`src/hw/rtl/lkv_pkg.sv`:
```
// ----------------------------------------------------------------------------
// lkv_pkg
// shared types and constants for the lru key-value cache
// ----------------------------------------------------------------------------
package lkv_pkg;

  localparam int ENTRIES = 16;
  localparam int IDX_W   = (ENTRIES > 1) ? $clog2(ENTRIES) : 1;
  localparam int RANK_W  = IDX_W;
  localparam int CNT_W   = $clog2(ENTRIES + 1);
  localparam int KEY_W   = 32;
  localparam int DATA_W  = 32;
  localparam int CAP_W   = 5;

  localparam logic [CAP_W-1:0]         CAP_RESET  = 5'd16;
  localparam logic                     MODE_GET   = 1'b0;
  localparam logic                     MODE_PUT   = 1'b1;
  localparam logic signed [DATA_W-1:0] MISS_VALUE = -32'sd1;
  localparam logic signed [DATA_W-1:0] PUT_VALUE  = 32'sd0;

  typedef struct packed {
    logic                     mode;
    logic signed [KEY_W-1:0]  lookup_key;
    logic signed [DATA_W-1:0] write_value;
  } lkv_req_t;

  typedef struct packed {
    logic                     hit;
    logic signed [DATA_W-1:0] read_value;
    logic                     evicted;
  } lkv_rsp_t;

endpackage

```
`src/hw/rtl/lkv_store.sv`:
```
// ----------------------------------------------------------------------------
// lkv_store
// entry registers with parallel key match, recency ranks and replacement
// ----------------------------------------------------------------------------
module lkv_store (
  input  logic                             clk,
  input  logic                             rst,
  input  logic                             cfg_write,
  input  logic [lkv_pkg::CAP_W-1:0]        cfg_data,
  input  logic                             fire,
  input  lkv_pkg::lkv_req_t                req,
  output lkv_pkg::lkv_rsp_t                rsp
);

  logic [lkv_pkg::CAP_W-1:0]         capacity;
  logic [lkv_pkg::ENTRIES-1:0]       valid;
  logic [lkv_pkg::KEY_W-1:0]         key_mem  [lkv_pkg::ENTRIES];
  logic [lkv_pkg::DATA_W-1:0]        value_mem[lkv_pkg::ENTRIES];
  logic [lkv_pkg::RANK_W-1:0]        rank     [lkv_pkg::ENTRIES];
  logic [lkv_pkg::CNT_W-1:0]         live_count;

  logic [lkv_pkg::ENTRIES-1:0]       match;
  logic [lkv_pkg::ENTRIES-1:0]       lru_match;
  logic                              found;
  logic [lkv_pkg::IDX_W-1:0]         found_idx;
  logic [lkv_pkg::IDX_W-1:0]         victim_idx;
  logic [lkv_pkg::IDX_W-1:0]         free_idx;
  logic [lkv_pkg::IDX_W-1:0]         slot;
  logic [lkv_pkg::RANK_W-1:0]        found_rank;
  logic [lkv_pkg::RANK_W-1:0]        lru_rank;
  logic [lkv_pkg::CNT_W-1:0]         eff_capacity;
  logic                              full;
  logic                              is_put;

  // effective capacity: zero acts as one, saturate at the entry count
  always_comb begin
    if (capacity == '0) begin
      eff_capacity = lkv_pkg::CNT_W'(1);
    end else if (32'(capacity) > 32'(lkv_pkg::ENTRIES)) begin
      eff_capacity = lkv_pkg::CNT_W'(lkv_pkg::ENTRIES);
    end else begin
      eff_capacity = lkv_pkg::CNT_W'(capacity);
    end
  end

  assign lru_rank = lkv_pkg::RANK_W'(live_count - 1'b1);
  assign full     = (live_count >= eff_capacity);
  assign is_put   = (req.mode == lkv_pkg::MODE_PUT);

  always_comb begin
    for (int i = 0; i < lkv_pkg::ENTRIES; i++) begin
      match[i]     = valid[i] && (key_mem[i] == req.lookup_key);
      lru_match[i] = valid[i] && (rank[i] == lru_rank);
    end
  end

  assign found = |match;

  always_comb begin
    found_idx  = '0;
    victim_idx = '0;
    free_idx   = '0;
    for (int i = lkv_pkg::ENTRIES - 1; i >= 0; i--) begin
      if (match[i]) begin
        found_idx = lkv_pkg::IDX_W'(i);
      end
      if (lru_match[i]) begin
        victim_idx = lkv_pkg::IDX_W'(i);
      end
      if (!valid[i]) begin
        free_idx = lkv_pkg::IDX_W'(i);
      end
    end
  end

  assign found_rank = rank[found_idx];
  assign slot       = full ? victim_idx : free_idx;

  always_comb begin
    rsp.hit     = found;
    rsp.evicted = is_put && !found && full;
    if (is_put) begin
      rsp.read_value = lkv_pkg::PUT_VALUE;
    end else if (found) begin
      rsp.read_value = value_mem[found_idx];
    end else begin
      rsp.read_value = lkv_pkg::MISS_VALUE;
    end
  end

  // control state
  always_ff @(posedge clk) begin
    if (rst) begin
      capacity   <= lkv_pkg::CAP_RESET;
      valid      <= '0;
      live_count <= '0;
    end else begin
      if (cfg_write) begin
        capacity <= cfg_data;
      end
      if (fire && is_put && !found) begin
        valid[slot] <= 1'b1;
        if (!full) begin
          live_count <= live_count + 1'b1;
        end
      end
    end
  end

  // entry payload and ranks
  always_ff @(posedge clk) begin
    if (fire) begin
      if (found) begin
        for (int i = 0; i < lkv_pkg::ENTRIES; i++) begin
          if (valid[i] && (rank[i] < found_rank)) begin
            rank[i] <= lkv_pkg::RANK_W'(rank[i] + 1'b1);
          end
        end
        rank[found_idx] <= '0;
        if (is_put) begin
          value_mem[found_idx] <= req.write_value;
        end
      end else if (is_put) begin
        for (int i = 0; i < lkv_pkg::ENTRIES; i++) begin
          if (valid[i]) begin
            rank[i] <= lkv_pkg::RANK_W'(rank[i] + 1'b1);
          end
        end
        rank[slot]      <= '0;
        key_mem[slot]   <= req.lookup_key;
        value_mem[slot] <= req.write_value;
      end
    end
  end

endmodule

```
`src/hw/rtl/lru_key_value_cache_top.sv`:
```
// ----------------------------------------------------------------------------
// lru_key_value_cache_top
// fully associative key-value cache with least-recently-used replacement
//
//   channel   valid      stall      payload              direction
//   request   in_valid   in_stall   in_word  (lkv_req_t)  into block
//   response  out_valid  out_stall  out_word (lkv_rsp_t)  out of block
//   config    cfg_write  -          cfg_data (5 bits)     into block
//
// one word per cycle sustained while the response is not stalled; a word
// waits in the input register while the parallel key compare and rank
// update run, then sits in the output register that drives out_valid
// synchronous reset empties the cache and sets capacity to 16
// a stalled response holds; the input register keeps taking words while
// the output register is free or being drained in the same cycle
// ----------------------------------------------------------------------------
module lru_key_value_cache_top (
  input  logic                      clk,
  input  logic                      rst,
  input  logic                      cfg_write,
  input  logic [lkv_pkg::CAP_W-1:0] cfg_data,
  input  logic                      in_valid,
  output logic                      in_stall,
  input  lkv_pkg::lkv_req_t         in_word,
  output logic                      out_valid,
  input  logic                      out_stall,
  output lkv_pkg::lkv_rsp_t         out_word
);

  lkv_pkg::lkv_req_t req;
  logic              req_valid;
  lkv_pkg::lkv_rsp_t rsp;
  logic              advance;
  logic              accept;

  assign advance  = req_valid && (!out_valid || !out_stall);
  assign in_stall = req_valid && !advance;
  assign accept   = in_valid && !in_stall;

  lkv_store u_store (
    .clk       (clk),
    .rst       (rst),
    .cfg_write (cfg_write),
    .cfg_data  (cfg_data),
    .fire      (advance),
    .req       (req),
    .rsp       (rsp)
  );

  always_ff @(posedge clk) begin
    if (rst) begin
      req_valid <= 1'b0;
      out_valid <= 1'b0;
    end else begin
      if (accept) begin
        req_valid <= 1'b1;
      end else if (advance) begin
        req_valid <= 1'b0;
      end
      if (advance) begin
        out_valid <= 1'b1;
      end else if (!out_stall) begin
        out_valid <= 1'b0;
      end
    end
  end

  always_ff @(posedge clk) begin
    if (accept) begin
      req <= in_word;
    end
    if (advance) begin
      out_word <= rsp;
    end
  end

endmodule

```
`config.mk`:
```
export PLATFORM = sky130hd
export DESIGN_NAME = lru_key_value_cache_top
export DESIGN_NICKNAME = d
export VERILOG_FILES = /design/src/hw/rtl/lkv_pkg.sv /design/src/hw/rtl/lkv_store.sv /design/src/hw/rtl/lru_key_value_cache_top.sv
export SDC_FILE = /design/constraint.sdc
export NUM_CORES = 2
export LEC_CHECK = 0
export BUFFER_PORTS_ARGS = -buffer_cell sky130_fd_sc_hd__buf_2
export CAP_MARGIN = 20
export CORE_AREA = 2 2 395 475
export CTS_CLUSTER_DIAMETER = 80
export CTS_CLUSTER_SIZE = 20
export DETAILED_ROUTE_END_ITERATION = 10
export DIE_AREA = 0 0 397 477
export HOLD_SLACK_MARGIN = 0.06
export PLACE_DENSITY = 0.41
export SETUP_SLACK_MARGIN = 0.3
export SYNTH_ARGS = -nofsm -noshare
export SYNTH_HDL_FRONTEND = slang
export SYNTH_HIERARCHICAL = 1
export SYNTH_SLANG_ARGS = --single-unit
export TNS_END_PERCENT = 20
```
`constraint.sdc`:
```
create_clock -name clk -period 8.1 [get_ports clk]
set_clock_uncertainty 0.15 [all_clocks]
set_input_delay 0.81 -clock clk [delete_from_list [all_inputs] [get_ports clk]]
set_output_delay 0.81 -clock clk [all_outputs]
set_load 0.02 [all_outputs]
```
# Word-level counts from Yosys, hierarchy flattened
# Memories as Yosys holds them, arrays and structs flattened.
# Index checks and enable logic that the tools add are counted.
totals:
  ff_bits: 127
  input_bits: 75
  n_memories: 3
  out_inout_bits: 36
  ram_bits: 1088
classes:
  n_bitwise: 18
  n_eq_ne: 33
  n_reduce_logical: 68
  n_mux: 234
  add_sub_neg: 18
  magnitude_cmp: 20
memory_table:
  columns: ["memory", "depth", "width", "read_ports", "rd_ports_with_merged_regs", "write_ports", "line", "text"]
  rows:
  - ["u_store.key_mem", 16, 32, 16, 0, 1, "lkv_store.sv:17", "logic [lkv_pkg::KEY_W-1:0] key_mem [lkv_pkg::ENTRIES];"]
  - ["u_store.value_mem", 16, 32, 1, 0, 1, "lkv_store.sv:18", "logic [lkv_pkg::DATA_W-1:0] value_mem[lkv_pkg::ENTRIES];"]
  - ["u_store.rank", 16, 4, 17, 0, 17, "lkv_store.sv:19", "logic [lkv_pkg::RANK_W-1:0] rank [lkv_pkg::ENTRIES];"]
op_table:
  columns: ["op", "n"]
  rows:
  - ["== test 32 bit", 16]
  - ["2-to-1 mux 4 bit", 68]
  - ["2-to-1 mux 1 bit", 161]
  - ["adder 4 x 1 -> 4 bit (second input constant)", 16]
  - ["== test 4 bit", 16]
  - ["less-than comparator 4 bit", 16]
  - ["2-to-1 mux 32 bit", 2]
  - ["logical AND 1 bit", 56]
  - ["OR reduction 32 bit", 1]
  - ["bitwise OR 1 bit", 16]
  - ["bitwise OR 16 bit", 1]
  - ["OR reduction 16 bit", 1]
  - ["2-to-1 mux 5 bit", 2]
  - ["adder 5 x 1 -> 5 bit (second input constant)", 1]
  - [">= comparator 5 bit", 1]
  - ["greater-than comparator 5 bit (second input constant)", 1]
  - ["logical NOT 1 bit", 5]
  - ["logical NOT 5 bit", 1]
  - ["less-than comparator 4 x 5 -> 1 bit (second input constant)", 1]
  - ["demux 1 bit (select 4 bit)", 1]
  - [">= comparator 4 x 1 -> 1 bit (second input constant)", 1]
  - ["OR reduction 4 bit", 1]
  - ["subtractor 4 x 1 -> 4 bit (second input constant)", 1]
  - ["!= test 2 x 1 -> 1 bit (second input constant)", 1]
  - ["4 further kinds", 4]

# Logic depth before layout (Yosys ltp)
# An unclocked memory read counts as a cell.
depth:
  depth_word: 26
  depth_mapped: 24
  depth_no_buf: 18

# Modules after synthesis
# The synthesis kept the hierarchy.
by_module_without_submodules:
  columns: ["mod", "seq_area_each_um2", "instances", "cells_per_inst", "area_per_inst_um2"]
  rows:
  - ["lkv_store", 32551.2, 1, 3824, 52152.5]
  - ["lru_key_value_cache_top", 3012.9, 1, 109, 3059.2]

# Worst setup path before layout
# Ideal clock, no wire load.
synth_timing:
  path_kind: "input to register"
  startpoint: "input out_stall"
  endpoint: "memory u_store/key_mem[0][0] (netlist bit), enable pin"
  required_ns: 7.527
  arrival_ns: 6.463
  setup_slack_ns: 1.065
  n_path_buf: 3
  cell_stages: 8
  path_cell_list: "a21boi_0 -> clkbuf_1 -> nand2_1 -> nor3_1 -> clkbuf_1 -> buf_1 -> nand4_1 -> nor2_1"
synth_between:
  elab_chain_len: 5
synth_lines:
  columns: ["element", "line", "text"]
  rows:
  - ["start, declared", "lru_key_value_cache_top.sv:26", "input logic out_stall,"]
  - ["logical NOT 1 bit", null, null]
  - ["logical OR 1 bit", "lru_key_value_cache_top.sv:36", "assign advance = req_valid && (!out_valid || !out_stall);"]
  - ["logical AND 1 bit", "lru_key_value_cache_top.sv:36", null]
  - ["2-to-1 mux 1 bit", "lkv_store.sv:112", "if (fire) begin"]
  - ["2-to-1 mux 1 bit (not written as such)", "lkv_store.sv:130", "key_mem[slot] <= req.lookup_key;"]
  - ["end, declared", "lkv_store.sv:17", null]
# Every way passes these cells.

==> impl_metrics.yaml <==
finish:
  drive_above_1_share_pct: 15.1
  nFillCells: 18062
  nNetsFinal: 4287
  multi_input_area_um2: 18500
  postLayoutCellArea_um2: 62500
  syn_to_final_growth_pct: 13.3
  fin_cells: 6652
  regArea_um2: 35600
  final_cell_mix: "edfxtp_1 (1123), xor2_1 (491), nor2_1 (260)"
  mostFrequentLayoutCell: "edfxtp_1"
timing:
  slew_viol_final: 0
  finalCriticalPeriod_ns: 6.77
  worst-slew-pin-transition_ns: 1.23
  tns_ns: 0
  max_slew_margin_pct: 18.2
  rsz0062_at_grt: "no"
  setup_viol: 0
  fmax_ghz: 0.148
  fin_crit_sh_pct: 83.6
  hold_violations: 0
grt:
  grt_overflow: 0
  grt.busiest_layer: "met2"
  use_met3_pct: 1.74
  use_met1_pct: 23.4
  met2_usage_pct: 31.3
  grt_max_degree: 121
  track_usage_pct: 17.8
  grt_pass1_wl_um: 246000
  grt_pass1_vias: 33518
  antenna_found_initial: 9
placement:
  gp_congestion: 0.845
  dpl.hpwl_um: 109000
  port_buffers: 110
  dp.cells: 6464
  placed_cell_area_um2: 59400
cts:
  cts.repair.resized: 0
  cts_buffer_depth: 3
  postCtsSetupBuffers: 0
  clock_insertion_delay_worst_skew_ns: 0.76
  clock-sinks: 1215
  cts_tree: "done"
  cts_inserted_buffers: 83
  cts-root-buf: "clkbuf_16"
  ctsHtreeMaxLevel: 3
  clk_pin_slew_ns: 0.08
routing:
  drtAntennaViolNets: 0
  routed_wl_um: 172000
  drc: 0
  dr.first_iter.drc_count: 2184
  wl_per_cell_um: 25.8
  vias: 33013
  via_per_inst: 4.96
  firstDrtPassIters: 5
flow_run:
  maxCapViolCount: 0
logic_synthesis:
  yosysWarnings: 6
  synth_area_leaders: "edfxtp_1 (61%), xor2_1 (7.8%), dfxtp_1 (3.3%), mux2_2 (2.8%), mux2i_1 (2.6%)"
  yosysSeqAreaShare_pct: 64.4
  synth-edff-count: 1123
  ys_ff_latch: 1215
  syn_area_per_cell_um2: 14.0
  ys.flop_type: "edfxtp_1"
  syn_inst: 3933
  syn_area_um2: 55200
  ys_types: 104
  synth_area_leader_cell: "edfxtp_1"
  synth.top_cell.area_share_pct: 61.1
  async_reset_ff_share_pct: 0
  syn-num-nets: 4079
power_and_ir_drop:
  p_total_mw: 12.2
  p_int_mw: 9.17
  power_frac_seq_pct: 57.4
  ir_drop_uv: 148
  combPwrFrac_pct: 6.5
  p_switching_mw: 3.03
  p_clk_share_pct: 36.1
  p_per_area_nw_per_um2: 195
  leakage_nw: 20.3
  switching_share_pct: 24.8
die:
  chipHeight_um: 477
  num_rows: 173
  ioPinCount: 111
  fp.dieW_um: 397
  coreArea_um2: 185000
  initial_core_util_pct: 29.9
  die_area_um2: 189000
setup_path:
  critPathLaunchType: "register"
  criticalPathCategory: "register to register"
  worstReg2RegStart: "req[56]$_DFFE_PP_"
  cp_common_cell: "buf_4"
  path_cells: "buf_4, xor2_1, nor4_1, nand3_1, or3_1, o21a_2, or2_0, o21ai_4, buf_4, buf_4, mux2i_1, nand2_1, o211ai_1, nand3_1, o21ai_2, buf_8, ha_1, o2111ai_1, o21bai_1, a21oi_1, a311oi_1"
  cp-end-kind: "register"
  timing.critical_path.from: "req[56]$_DFFE_PP_"
  slowest_stage: "edfxtp_1"
  required_ns: 8.57
  cp_slowest_stage_delay_ns: 0.92
  cp.arrival_ns: 7.24
  crit_fanout: 28
min_path:
  hold_class: "primary input to register"
  hold_start: "in_word[54]"
run_status:
  outcome: "finished, final reports clean"
-- routing by layer --
metal	routed length [um]	share of wire, %
met1	76300	44
met2	86400	50
met3	5140	3.0
met4	3820	2.2
met5	13	0.0076
-- metrics by stage --
stage | setup WS (ns) | util, % | hold slack [ns]
global placement | 1.06 | 32.2 | 0.343
CTS | 1.21 | 33.8 | 0.0603
finish | 1.33 | 33.9 | 0.114
global route | 0.791 | 33.9 | 0.0893
detailed placement | 1.30 | 32.2 | 0.347
floorplan | 1.06 | - | 0.311
-- synthesized netlist by cell type, drive strengths merged, types with 12 or more instances --
cell	instances
mux2	139
o21ai	41
nand2	99
xnor3	15
o211ai	31
buf	125
a21oi	180
ha	71
nor3	73
dfxtp	92
xnor2	88
nand3	84
a31oi	13
a311oi	12
o22ai	34
nand4b	26
nor2	293
nor4	204
edfxtp	1123
or4	24
xor2	492
nand4	69
nor4b	15
mux2i	144
clkbuf	75
inv	40
a211oi	91
and2	12
nand2b	25
or3	26
o21a	19
and3	21
-- power by group through the flow --
stage          Sequential (mW)  Clock (mW)  Combinational, mW
4_1_cts                   7.01        4.56              0.804
3_5_place_dp              7.15           0              0.787
5_1_grt                   7.02        4.75              0.871
2_1_floorplan             7.11           0              0.461
3_3_place_gp              7.15           0              0.777
6_report                  7.00        4.40              0.792
-- flip-flops by register name, summed over array words and instances (netlist names), 5 cells and up --
register and cells:
out_word 34, req 65, u_store/capacity 5, u_store/key_mem 512
u_store/live_count 5, u_store/rank 64, u_store/valid 16, u_store/value_mem 512
-- path summary, 6_finish.rpt --
path | slack [ns] | depth (start not counted) | end
max | 1.33 | 21 | u_store/rank[6][0]$_SDFFE_PP0P_
max reg2reg | 1.33 | 21 | u_store/rank[6][0]$_SDFFE_PP0P_
min reg2reg | 0.35 | 2 | req_valid$_SDFFE_PP0P_
min | 0.11 | 1 | req[54]$_DFFE_PP_
-- what timing repair did --
action,CTS,global route
hold buffers,40,0
setup endpoints to repair,0,0
endpoints found under the hold margin,40,0
-- layout make-up --
cell class / count / share of cell area (%)
tap: 2450 / 4.90
inverter: 40 / 0.240
timing repair buffer: 324 / 4.11
multi-input combinational: 2477 / 29.6
antenna: 2 / 0.00800
clock buffer: 101 / 3.48
clock inverter: 43 / 0.786
sequential: 1215 / 56.9
-- cell families after synthesis --
| logic type | share of synthesized area, % |
|---|---|
| muxes | 5.49 |
| and+or+nand+nor | 9.97 |
| DFF | 64.4 |
| AOI/OAI and AO/OA | 6.10 |
| adders and majority gates | 1.61 |
| xor gates and xnor gates | 9.81 |
| buffers and inverters | 2.60 |
-- critical path: cells and delay by family, from the launching register on --
kind / cells / cell delay, ns
multiplexers: 1 / 0.25
XOR/XNOR: 1 / 0.15
flip-flops: 1 / 0.92
adder cells (fa/ha/maj): 1 / 0.24
AO/OA/AOI/OAI: 8 / 1.94
AND/OR/NAND/NOR: 6 / 1.55
buffers and inverters: 4 / 1.41
Power figures use the tool's default switching activity.
